**src/rtl/tsync_pkg.sv**
```systemverilog
// ----------------------------------------------------------------------------
// Time sync package
// Shared types and constants of the two-way time synchronization engine.
// ----------------------------------------------------------------------------
package tsync_pkg;

    localparam int TIME_WIDTH_DEF = 32;
    localparam int ADDR_WIDTH_DEF = 16;

    typedef enum logic [1:0] {
        OP_START  = 2'd0,
        OP_RECV   = 2'd1,
        OP_RESYNC = 2'd2,
        OP_QUERY  = 2'd3
    } op_t;

    typedef enum logic [1:0] {
        PH_SYNC   = 2'd0,
        PH_ACK    = 2'd1,
        PH_SET    = 2'd2,
        PH_RESYNC = 2'd3
    } phase_t;

    typedef enum logic [1:0] {
        ST_IDLE     = 2'd0,
        ST_WAIT_ACK = 2'd1,
        ST_WAIT_SET = 2'd2,
        ST_SYNCED   = 2'd3
    } state_t;

    typedef struct packed {
        logic   send_valid;
        phase_t send_phase;
        logic   busy;
    } res_ctrl_t;

endpackage

```
**src/rtl/tsync_in_reg.sv**
```systemverilog
// ----------------------------------------------------------------------------
// Time sync input register
// Captures one input item per transfer and holds it until the core takes it.
// ----------------------------------------------------------------------------
module tsync_in_reg #(
    parameter int TIME_WIDTH = tsync_pkg::TIME_WIDTH_DEF,
    parameter int ADDR_WIDTH = tsync_pkg::ADDR_WIDTH_DEF
) (
    input  logic                  clk,
    input  logic                  rst_n,
    input  logic                  item_valid,
    output logic                  item_stall,
    input  logic [1:0]            operation,
    input  logic [TIME_WIDTH-1:0] local_time,
    input  logic [ADDR_WIDTH-1:0] peer_addr,
    input  logic                  msg_is_timesync,
    input  logic [1:0]            msg_phase,
    input  logic [TIME_WIDTH-1:0] msg_timestamp,
    input  logic                  take,
    output logic                  hold_valid,
    output logic [1:0]            hold_operation,
    output logic [TIME_WIDTH-1:0] hold_local_time,
    output logic [ADDR_WIDTH-1:0] hold_peer_addr,
    output logic                  hold_msg_is_timesync,
    output logic [1:0]            hold_msg_phase,
    output logic [TIME_WIDTH-1:0] hold_msg_timestamp
);

    logic                  valid_reg;
    logic                  valid_next;
    logic                  accept;
    logic [1:0]            operation_reg;
    logic [TIME_WIDTH-1:0] local_time_reg;
    logic [ADDR_WIDTH-1:0] peer_addr_reg;
    logic                  msg_is_timesync_reg;
    logic [1:0]            msg_phase_reg;
    logic [TIME_WIDTH-1:0] msg_timestamp_reg;

    // The stage frees up in the same cycle that the core takes its item.
    assign item_stall = valid_reg && !take;
    assign accept     = item_valid && !item_stall;

    always_comb
    begin
        valid_next = valid_reg;
        if (accept)
        begin
            valid_next = 1'b1;
        end
        else if (take)
        begin
            valid_next = 1'b0;
        end
    end

    always_ff @(posedge clk or negedge rst_n)
    begin
        if (!rst_n)
        begin
            valid_reg <= 1'b0;
        end
        else
        begin
            valid_reg <= valid_next;
        end
    end

    always_ff @(posedge clk)
    begin
        if (accept)
        begin
            operation_reg       <= operation;
            local_time_reg      <= local_time;
            peer_addr_reg       <= peer_addr;
            msg_is_timesync_reg <= msg_is_timesync;
            msg_phase_reg       <= msg_phase;
            msg_timestamp_reg   <= msg_timestamp;
        end
    end

    assign hold_valid           = valid_reg;
    assign hold_operation       = operation_reg;
    assign hold_local_time      = local_time_reg;
    assign hold_peer_addr       = peer_addr_reg;
    assign hold_msg_is_timesync = msg_is_timesync_reg;
    assign hold_msg_phase       = msg_phase_reg;
    assign hold_msg_timestamp   = msg_timestamp_reg;

endmodule

```
**src/rtl/tsync_core.sv**
```systemverilog
// ----------------------------------------------------------------------------
// Time sync protocol core
// Holds the protocol state, latency and clock offset, and works out the
// result of the held item in one pass.
// ----------------------------------------------------------------------------
module tsync_core #(
    parameter int TIME_WIDTH = tsync_pkg::TIME_WIDTH_DEF,
    parameter int ADDR_WIDTH = tsync_pkg::ADDR_WIDTH_DEF
) (
    input  logic                   clk,
    input  logic                   rst_n,
    input  logic                   take,
    input  logic [1:0]             operation,
    input  logic [TIME_WIDTH-1:0]  local_time,
    input  logic [ADDR_WIDTH-1:0]  peer_addr,
    input  logic                   msg_is_timesync,
    input  logic [1:0]             msg_phase,
    input  logic [TIME_WIDTH-1:0]  msg_timestamp,
    output tsync_pkg::res_ctrl_t   res_ctrl,
    output logic [ADDR_WIDTH-1:0]  res_addr,
    output logic [TIME_WIDTH-1:0]  res_timestamp,
    output logic [TIME_WIDTH-1:0]  res_synced_time
);

    tsync_pkg::state_t     state_reg;
    tsync_pkg::state_t     state_next;
    logic [TIME_WIDTH-1:0] latency_reg;
    logic [TIME_WIDTH-1:0] latency_next;
    logic [TIME_WIDTH-1:0] offset_reg;
    logic [TIME_WIDTH-1:0] offset_next;
    logic [TIME_WIDTH-1:0] round_trip;
    logic [TIME_WIDTH-1:0] half_trip;
    logic                  send;
    tsync_pkg::phase_t     send_phase;

    assign round_trip = local_time - latency_reg;
    assign half_trip  = round_trip >> 1;

    always_comb
    begin
        state_next   = state_reg;
        latency_next = latency_reg;
        offset_next  = offset_reg;
        send         = 1'b0;
        send_phase   = tsync_pkg::PH_SYNC;
        case (operation)
            tsync_pkg::OP_START:
            begin
                send       = 1'b1;
                send_phase = tsync_pkg::PH_SYNC;
                state_next = tsync_pkg::ST_WAIT_ACK;
            end
            tsync_pkg::OP_RECV:
            begin
                if (msg_is_timesync)
                begin
                    case (state_reg)
                        tsync_pkg::ST_IDLE, tsync_pkg::ST_SYNCED:
                        begin
                            if (msg_phase == tsync_pkg::PH_SYNC)
                            begin
                                latency_next = local_time;
                                send         = 1'b1;
                                send_phase   = tsync_pkg::PH_ACK;
                                state_next   = tsync_pkg::ST_WAIT_SET;
                            end
                            else if (msg_phase == tsync_pkg::PH_RESYNC &&
                                     state_reg == tsync_pkg::ST_SYNCED)
                            begin
                                offset_next = msg_timestamp + latency_reg - local_time;
                            end
                        end
                        tsync_pkg::ST_WAIT_ACK:
                        begin
                            if (msg_phase == tsync_pkg::PH_ACK)
                            begin
                                send       = 1'b1;
                                send_phase = tsync_pkg::PH_SET;
                                state_next = tsync_pkg::ST_IDLE;
                            end
                        end
                        tsync_pkg::ST_WAIT_SET:
                        begin
                            if (msg_phase == tsync_pkg::PH_SET)
                            begin
                                latency_next = half_trip;
                                offset_next  = msg_timestamp + half_trip - local_time;
                                state_next   = tsync_pkg::ST_SYNCED;
                            end
                        end
                        default:
                        begin
                        end
                    endcase
                end
            end
            tsync_pkg::OP_RESYNC:
            begin
                send       = 1'b1;
                send_phase = tsync_pkg::PH_RESYNC;
            end
            default:
            begin
            end
        endcase
    end

    always_comb
    begin
        res_ctrl.send_valid = send;
        res_ctrl.send_phase = send ? send_phase : tsync_pkg::PH_SYNC;
        res_ctrl.busy       = state_next inside {tsync_pkg::ST_WAIT_ACK,
                                                 tsync_pkg::ST_WAIT_SET};
        res_addr            = send ? peer_addr : '0;
        res_timestamp       = send ? (local_time + offset_reg) : '0;
        res_synced_time     = local_time + offset_next;
    end

    always_ff @(posedge clk or negedge rst_n)
    begin
        if (!rst_n)
        begin
            state_reg   <= tsync_pkg::ST_IDLE;
            latency_reg <= '0;
            offset_reg  <= '0;
        end
        else if (take)
        begin
            state_reg   <= state_next;
            latency_reg <= latency_next;
            offset_reg  <= offset_next;
        end
    end

endmodule

```
**src/rtl/tsync_out_reg.sv**
```systemverilog
// ----------------------------------------------------------------------------
// Time sync result register
// Holds one result until the consumer completes its transfer.
// ----------------------------------------------------------------------------
module tsync_out_reg #(
    parameter int TIME_WIDTH = tsync_pkg::TIME_WIDTH_DEF,
    parameter int ADDR_WIDTH = tsync_pkg::ADDR_WIDTH_DEF
) (
    input  logic                  clk,
    input  logic                  rst_n,
    input  logic                  hold_valid,
    output logic                  take,
    input  tsync_pkg::res_ctrl_t  res_ctrl,
    input  logic [ADDR_WIDTH-1:0] res_addr,
    input  logic [TIME_WIDTH-1:0] res_timestamp,
    input  logic [TIME_WIDTH-1:0] res_synced_time,
    output logic                  result_valid,
    input  logic                  result_stall,
    output logic                  send_valid,
    output logic [1:0]            send_phase,
    output logic [ADDR_WIDTH-1:0] send_addr,
    output logic [TIME_WIDTH-1:0] send_timestamp,
    output logic                  busy_res,
    output logic [TIME_WIDTH-1:0] synced_time
);

    logic                  valid_reg;
    logic                  valid_next;
    tsync_pkg::res_ctrl_t  ctrl_reg;
    logic [ADDR_WIDTH-1:0] addr_reg;
    logic [TIME_WIDTH-1:0] timestamp_reg;
    logic [TIME_WIDTH-1:0] synced_time_reg;

    assign take = hold_valid && (!valid_reg || !result_stall);

    always_comb
    begin
        valid_next = valid_reg;
        if (take)
        begin
            valid_next = 1'b1;
        end
        else if (!result_stall)
        begin
            valid_next = 1'b0;
        end
    end

    always_ff @(posedge clk or negedge rst_n)
    begin
        if (!rst_n)
        begin
            valid_reg <= 1'b0;
        end
        else
        begin
            valid_reg <= valid_next;
        end
    end

    always_ff @(posedge clk)
    begin
        if (take)
        begin
            ctrl_reg        <= res_ctrl;
            addr_reg        <= res_addr;
            timestamp_reg   <= res_timestamp;
            synced_time_reg <= res_synced_time;
        end
    end

    assign result_valid   = valid_reg;
    assign send_valid     = ctrl_reg.send_valid;
    assign send_phase     = ctrl_reg.send_phase;
    assign send_addr      = addr_reg;
    assign send_timestamp = timestamp_reg;
    assign busy_res       = ctrl_reg.busy;
    assign synced_time    = synced_time_reg;

endmodule

```
**src/rtl/two_way_time_sync_fsm.sv**
```systemverilog
// ----------------------------------------------------------------------------
// Two-way time synchronization engine
// One node's side of a two-way time sync exchange: start, reply, latency
// and offset tracking, with every outgoing message stamped in synced time.
//
//   Channel   Handshake                    Payload
//   item      item_valid / item_stall      operation, local_time, peer_addr,
//                                          msg_is_timesync, msg_phase,
//                                          msg_timestamp
//   result    result_valid / result_stall  send_valid, send_phase, send_addr,
//                                          send_timestamp, busy_res, synced_time
//
// One item is taken per cycle while the result side does not stall; each
// result passes from the input register through the protocol core into the
// result register and transfers when the result side does not stall.
// The rate is set by the single pass from the input register through the
// protocol core to the result register.
// Reset clears the protocol state, latency, offset and both valid flags.
// A stall on the result side holds the result and backs up into item_stall.
// ----------------------------------------------------------------------------
module two_way_time_sync_fsm #(
    parameter int TIME_WIDTH = tsync_pkg::TIME_WIDTH_DEF,
    parameter int ADDR_WIDTH = tsync_pkg::ADDR_WIDTH_DEF
) (
    input  logic                  clk,
    input  logic                  rst_n,
    input  logic                  item_valid,
    output logic                  item_stall,
    input  logic [1:0]            operation,
    input  logic [TIME_WIDTH-1:0] local_time,
    input  logic [ADDR_WIDTH-1:0] peer_addr,
    input  logic                  msg_is_timesync,
    input  logic [1:0]            msg_phase,
    input  logic [TIME_WIDTH-1:0] msg_timestamp,
    output logic                  result_valid,
    input  logic                  result_stall,
    output logic                  send_valid,
    output logic [1:0]            send_phase,
    output logic [ADDR_WIDTH-1:0] send_addr,
    output logic [TIME_WIDTH-1:0] send_timestamp,
    output logic                  busy_res,
    output logic [TIME_WIDTH-1:0] synced_time
);

    logic                  take;
    logic                  hold_valid;
    logic [1:0]            hold_operation;
    logic [TIME_WIDTH-1:0] hold_local_time;
    logic [ADDR_WIDTH-1:0] hold_peer_addr;
    logic                  hold_msg_is_timesync;
    logic [1:0]            hold_msg_phase;
    logic [TIME_WIDTH-1:0] hold_msg_timestamp;
    tsync_pkg::res_ctrl_t  res_ctrl;
    logic [ADDR_WIDTH-1:0] res_addr;
    logic [TIME_WIDTH-1:0] res_timestamp;
    logic [TIME_WIDTH-1:0] res_synced_time;

    tsync_in_reg #(
        .TIME_WIDTH (TIME_WIDTH),
        .ADDR_WIDTH (ADDR_WIDTH)
    ) u_in_reg (
        .clk                  (clk),
        .rst_n                (rst_n),
        .item_valid           (item_valid),
        .item_stall           (item_stall),
        .operation            (operation),
        .local_time           (local_time),
        .peer_addr            (peer_addr),
        .msg_is_timesync      (msg_is_timesync),
        .msg_phase            (msg_phase),
        .msg_timestamp        (msg_timestamp),
        .take                 (take),
        .hold_valid           (hold_valid),
        .hold_operation       (hold_operation),
        .hold_local_time      (hold_local_time),
        .hold_peer_addr       (hold_peer_addr),
        .hold_msg_is_timesync (hold_msg_is_timesync),
        .hold_msg_phase       (hold_msg_phase),
        .hold_msg_timestamp   (hold_msg_timestamp)
    );

    tsync_core #(
        .TIME_WIDTH (TIME_WIDTH),
        .ADDR_WIDTH (ADDR_WIDTH)
    ) u_core (
        .clk             (clk),
        .rst_n           (rst_n),
        .take            (take),
        .operation       (hold_operation),
        .local_time      (hold_local_time),
        .peer_addr       (hold_peer_addr),
        .msg_is_timesync (hold_msg_is_timesync),
        .msg_phase       (hold_msg_phase),
        .msg_timestamp   (hold_msg_timestamp),
        .res_ctrl        (res_ctrl),
        .res_addr        (res_addr),
        .res_timestamp   (res_timestamp),
        .res_synced_time (res_synced_time)
    );

    tsync_out_reg #(
        .TIME_WIDTH (TIME_WIDTH),
        .ADDR_WIDTH (ADDR_WIDTH)
    ) u_out_reg (
        .clk             (clk),
        .rst_n           (rst_n),
        .hold_valid      (hold_valid),
        .take            (take),
        .res_ctrl        (res_ctrl),
        .res_addr        (res_addr),
        .res_timestamp   (res_timestamp),
        .res_synced_time (res_synced_time),
        .result_valid    (result_valid),
        .result_stall    (result_stall),
        .send_valid      (send_valid),
        .send_phase      (send_phase),
        .send_addr       (send_addr),
        .send_timestamp  (send_timestamp),
        .busy_res        (busy_res),
        .synced_time     (synced_time)
    );

endmodule

```
**config.mk**
```make
export PLATFORM = sky130hd
export DESIGN_NAME = two_way_time_sync_fsm
export DESIGN_NICKNAME = d
export VERILOG_FILES = /design/src/rtl/tsync_pkg.sv /design/src/rtl/tsync_in_reg.sv /design/src/rtl/tsync_core.sv /design/src/rtl/tsync_out_reg.sv /design/src/rtl/two_way_time_sync_fsm.sv
export SDC_FILE = /design/constraint.sdc
export NUM_CORES = 1
export LEC_CHECK = 0
export BUFFER_PORTS_ARGS = -buffer_cell sky130_fd_sc_hd__buf_2
export CAP_MARGIN = 30
export CORE_MARGIN = 8
export CORE_UTILIZATION = 40
export CTS_CLUSTER_DIAMETER = 40
export DETAILED_ROUTE_END_ITERATION = 16
export GPL_TIMING_DRIVEN = 1
export HOLD_SLACK_MARGIN = 0.03
export PLACE_DENSITY = 0.6
export SLEW_MARGIN = 0
export SYNTH_ARGS = -nofsm -noshare
export SYNTH_HDL_FRONTEND = slang
export SYNTH_SLANG_ARGS = --single-unit
```
**constraint.sdc**
```tcl
create_clock -name clk -period 10.45 [get_ports clk]
set_input_delay 1.5675 -clock clk [delete_from_list [all_inputs] [get_ports clk]]
set_output_delay 1.5675 -clock clk [all_outputs]
set_load 0.05 [all_outputs]
```
==> flow_summary.yaml <==
worst_setup_path:
  r2r-end: "u_out_reg.synced_time[30]"
  critPathCaptureType: "flip-flop"
  cp_top_family: "compound AO/OA/AOI/OAI gates"
  reg2reg_from: "u_in_reg.hold_local_time[0]"
  critPathBufInv: 3
  critPathLaunchType: "flip-flop"
  reg2reg_depth: 36
  crit_required_ns: 10.76
  cp_slowest_cell: "edfxtp_1"
  regToRegSetupSlack_ns: 1.98
  critPathMaxFanout: 6
  critical_path_class: "flip-flop to flip-flop"
  cpMostUsedCell: "o21ai_0"
  slowest_delay_ns: 0.49
  crit_arrival_ns: 8.78
synth:
  synth_top_area_share_pct: 27.2
  yosysTopAreaCell: "edfxtp_1"
  yosysMostFrequentCell: "inv_1"
  netlist_top_cells_count: "229 x inv_1, 193 x nand2_1, 169 x edfxtp_1"
  synth_top_family_by_area: "compound AO/OA/AOI/OAI gates"
  synth_ff_type: "edfxtp_1"
  ys_seq_elements: 237
  syn_nets: 2304
  synth.avg_cell_area_um2: 9.38
  synth-simple-area-share_pct: 12.2
  synth_edf_count: 169
  synth-adder-area-share_pct: 18.1
  yosys_warnings: 0
  syn_inst: 1985
  synth_compound_area_share_pct: 20.8
  synthXorXnorAreaFrac_pct: 6.39
  synthTopCellsByArea: "edfxtp_1 27%, ha_1 11%, dfrtp_1 9.1%, fa_1 7.0%, inv_1 4.6%"
  ys_types: 73
  synth_area_um2: 18600
  synthArstFlopShare_pct: 28.7
  ys_seq_area_share_pct: 36.4
  synthMuxAreaShare_pct: 0.564
pwr:
  max-vdd-ir-drop_v: 0.000147
  clkPwrFrac_pct: 17.4
  power.internal_mw: 4.16
  p_sw_mw: 3.81
  powerDensity_nw_per_um2: 368
  p_leak_nw: 9.95
  pwr-share-comb_pct: 65.0
  p_seq_share_pct: 17.6
  switching_share_pct: 47.8
sta:
  timing.slew.headroom_pct: 33.1
  post-route-period-util_pct: 81.0
  rsz0062_at_grt: "false"
  maxClockFrequency_mhz: 118
  skew_ns: 0.0245
  slew_viol_final: 0
  hold_viol: 0
  setup_violations: 0
  worst_slew_pin_slew_ns: 0.978
  tns_ns: 0
  period_needed_ns: 8.47
  timing.final.ws_setup_ns: 1.98
  whs_ns: 0.479
global_route:
  antenna_found_initial: 0
  grt_pass1_vias: 15100
  grt_pass1_wl_um: 81700
  grt_max_degree: 64
  grt-ovfl-total: 0
  gr-usage-all-layers_pct: 18.9
clocking:
  insertion_delay_ns: 0.57
  cts_buffer_depth: 3
  cts_resized: 0
  cts_tree: "built"
  clk_pin_slew_ns: 0.05
  cts_root_buf: "clkbuf_16"
  h-tree-depth: 2
  numCtsBuffers: 44
  clock-sinks: 237
  post-cts-setup-buffer-count: 0
  postCtsHoldBufs: 0
route:
  drcViolationCount: 0
  drt_iter0_drc: 1127
  drtAntennaViolNets: 0
  via_per_inst: 5.39
  vias: 15200
  totalWireLength_um: 51600
  wl_per_cell_um: 18.3
  first_pass_iters: 5
floorplan:
  start_util_pct: 40.3
  die_h_um: 232
  die_w_um: 232
  design.core.area_um2: 46300
  fp-row-count: 79
  ioPinCount: 175
  die_area_um2: 53700
final_layout:
  drive_gt1_share_pct: 12.8
  num-fill-cells: 4374
  syn_to_final_growth_pct: 16.3
  antenna_cells: 0
  finalNetCount: 2491
placed_design:
  dpl.hpwl_um: 40900
  dp_slack_ns: 2.18
  place_congestion: 0.901
  numPortBuffers: 174
worst_hold_path:
  holdPathEnd: "u_core.latency_reg[5]"
  hp-class: "flip-flop to flip-flop"
  holdCritStartpoint: "u_core.latency_reg[5]"
  hold_depth: 2
run:
  drv_cap: 0
outcome:
  status: "complete, no violations"
-- power by group through the flow --
stage / Combinational (mW) / Sequential [mW] / Clock, mW
after floorplan: 3.70 / 1.66 / 0
after global placement: 5.03 / 1.41 / 0
after detailed placement: 5.09 / 1.42 / 0
after CTS: 5.12 / 1.40 / 1.43
after global routing: 5.76 / 1.43 / 1.47
final: 5.18 / 1.40 / 1.39
-- routing by layer --
metal	track usage [%]	routed length, µm
met5	0	0
met4	5.74	1280
met3	3.81	3530
met2	28.4	21900
met1	27.2	24900
-- tightest hold or removal path: cells and delay by family, from the launching register on --
family,cells,cell delay [ns]
AO/OA/AOI/OAI,1,0.06
flip-flops,1,0.33
AND/OR/NAND/NOR,1,0.05
-- area by class of cell --
| class | instances | area [µm²] | area share (%) |
|---|---|---|---|
| flip-flops and latches | 237 | 6780 | 31.3 |
| well taps | 607 | 759 | 3.51 |
| multi-input cells | 1470 | 10800 | 49.9 |
| inverters | 230 | 866 | 4.00 |
| clock buffers | 50 | 1120 | 5.19 |
| repair buffers | 189 | 1000 | 4.63 |
| clock inverters | 31 | 327 | 1.51 |
-- placed cells by master, fill, tap and decap left out, types with 25 or more instances in the layout --
cell / netlist / layout
a21o_1: 78 / 78
a21oi_1: 148 / 148
buf_2: 1 / 174
clkbuf_16: 0 / 44
dfrtp_1: 68 / 68
edfxtp_1: 169 / 169
fa_1: 65 / 65
ha_1: 165 / 165
inv_1: 229 / 229
nand2_1: 193 / 193
nand2b_1: 25 / 25
nand3_1: 41 / 41
nor2_1: 125 / 125
o21ai_0: 132 / 132
o21bai_1: 30 / 30
xnor2_1: 85 / 85
xor2_1: 49 / 49
-- how the worst max path moves through the flow --
stage | endpoint | startpoint | cells after the start | slack, ns
after floorplan | u_out_reg.synced_time[30] | u_in_reg.hold_local_time[4] | 32 | 3.26
after global placement | u_out_reg.synced_time[30] | u_in_reg.hold_local_time[0] | 36 | 2.35
after detailed placement | u_out_reg.synced_time[30] | u_in_reg.hold_local_time[0] | 36 | 2.18
after CTS | u_out_reg.synced_time[30] | u_in_reg.hold_local_time[0] | 36 | 2.11
after global routing | u_out_reg.synced_time[30] | u_in_reg.hold_local_time[0] | 36 | 1.08
final | u_out_reg.synced_time[30] | u_in_reg.hold_local_time[0] | 36 | 1.98
-- metrics by stage --
| stage | cells | power [mW] | cell area [µm²] | util [%] |
|---|---|---|---|---|
| after floorplan | 1985 | 5.36 | 18600 | - |
| after global placement | 2732 | 6.44 | 20200 | 43.6 |
| after detailed placement | 2733 | 6.51 | 20200 | 43.7 |
| after CTS | 2814 | 7.95 | 21700 | 46.8 |
| after global routing | 2814 | 8.66 | 21700 | 46.8 |
| final | 2814 | 7.97 | 21700 | 46.8 |
-- kinds of logic after synthesis --
logic type,count (synthesis)
AOI/OAI and AO/OA,596
and+or+nand+nor,499
buffers and inverters,278
DFF,237
adders and majority gates,230
xor gates and xnor gates,135
muxes,10
(Power assumes the default switching activity.)
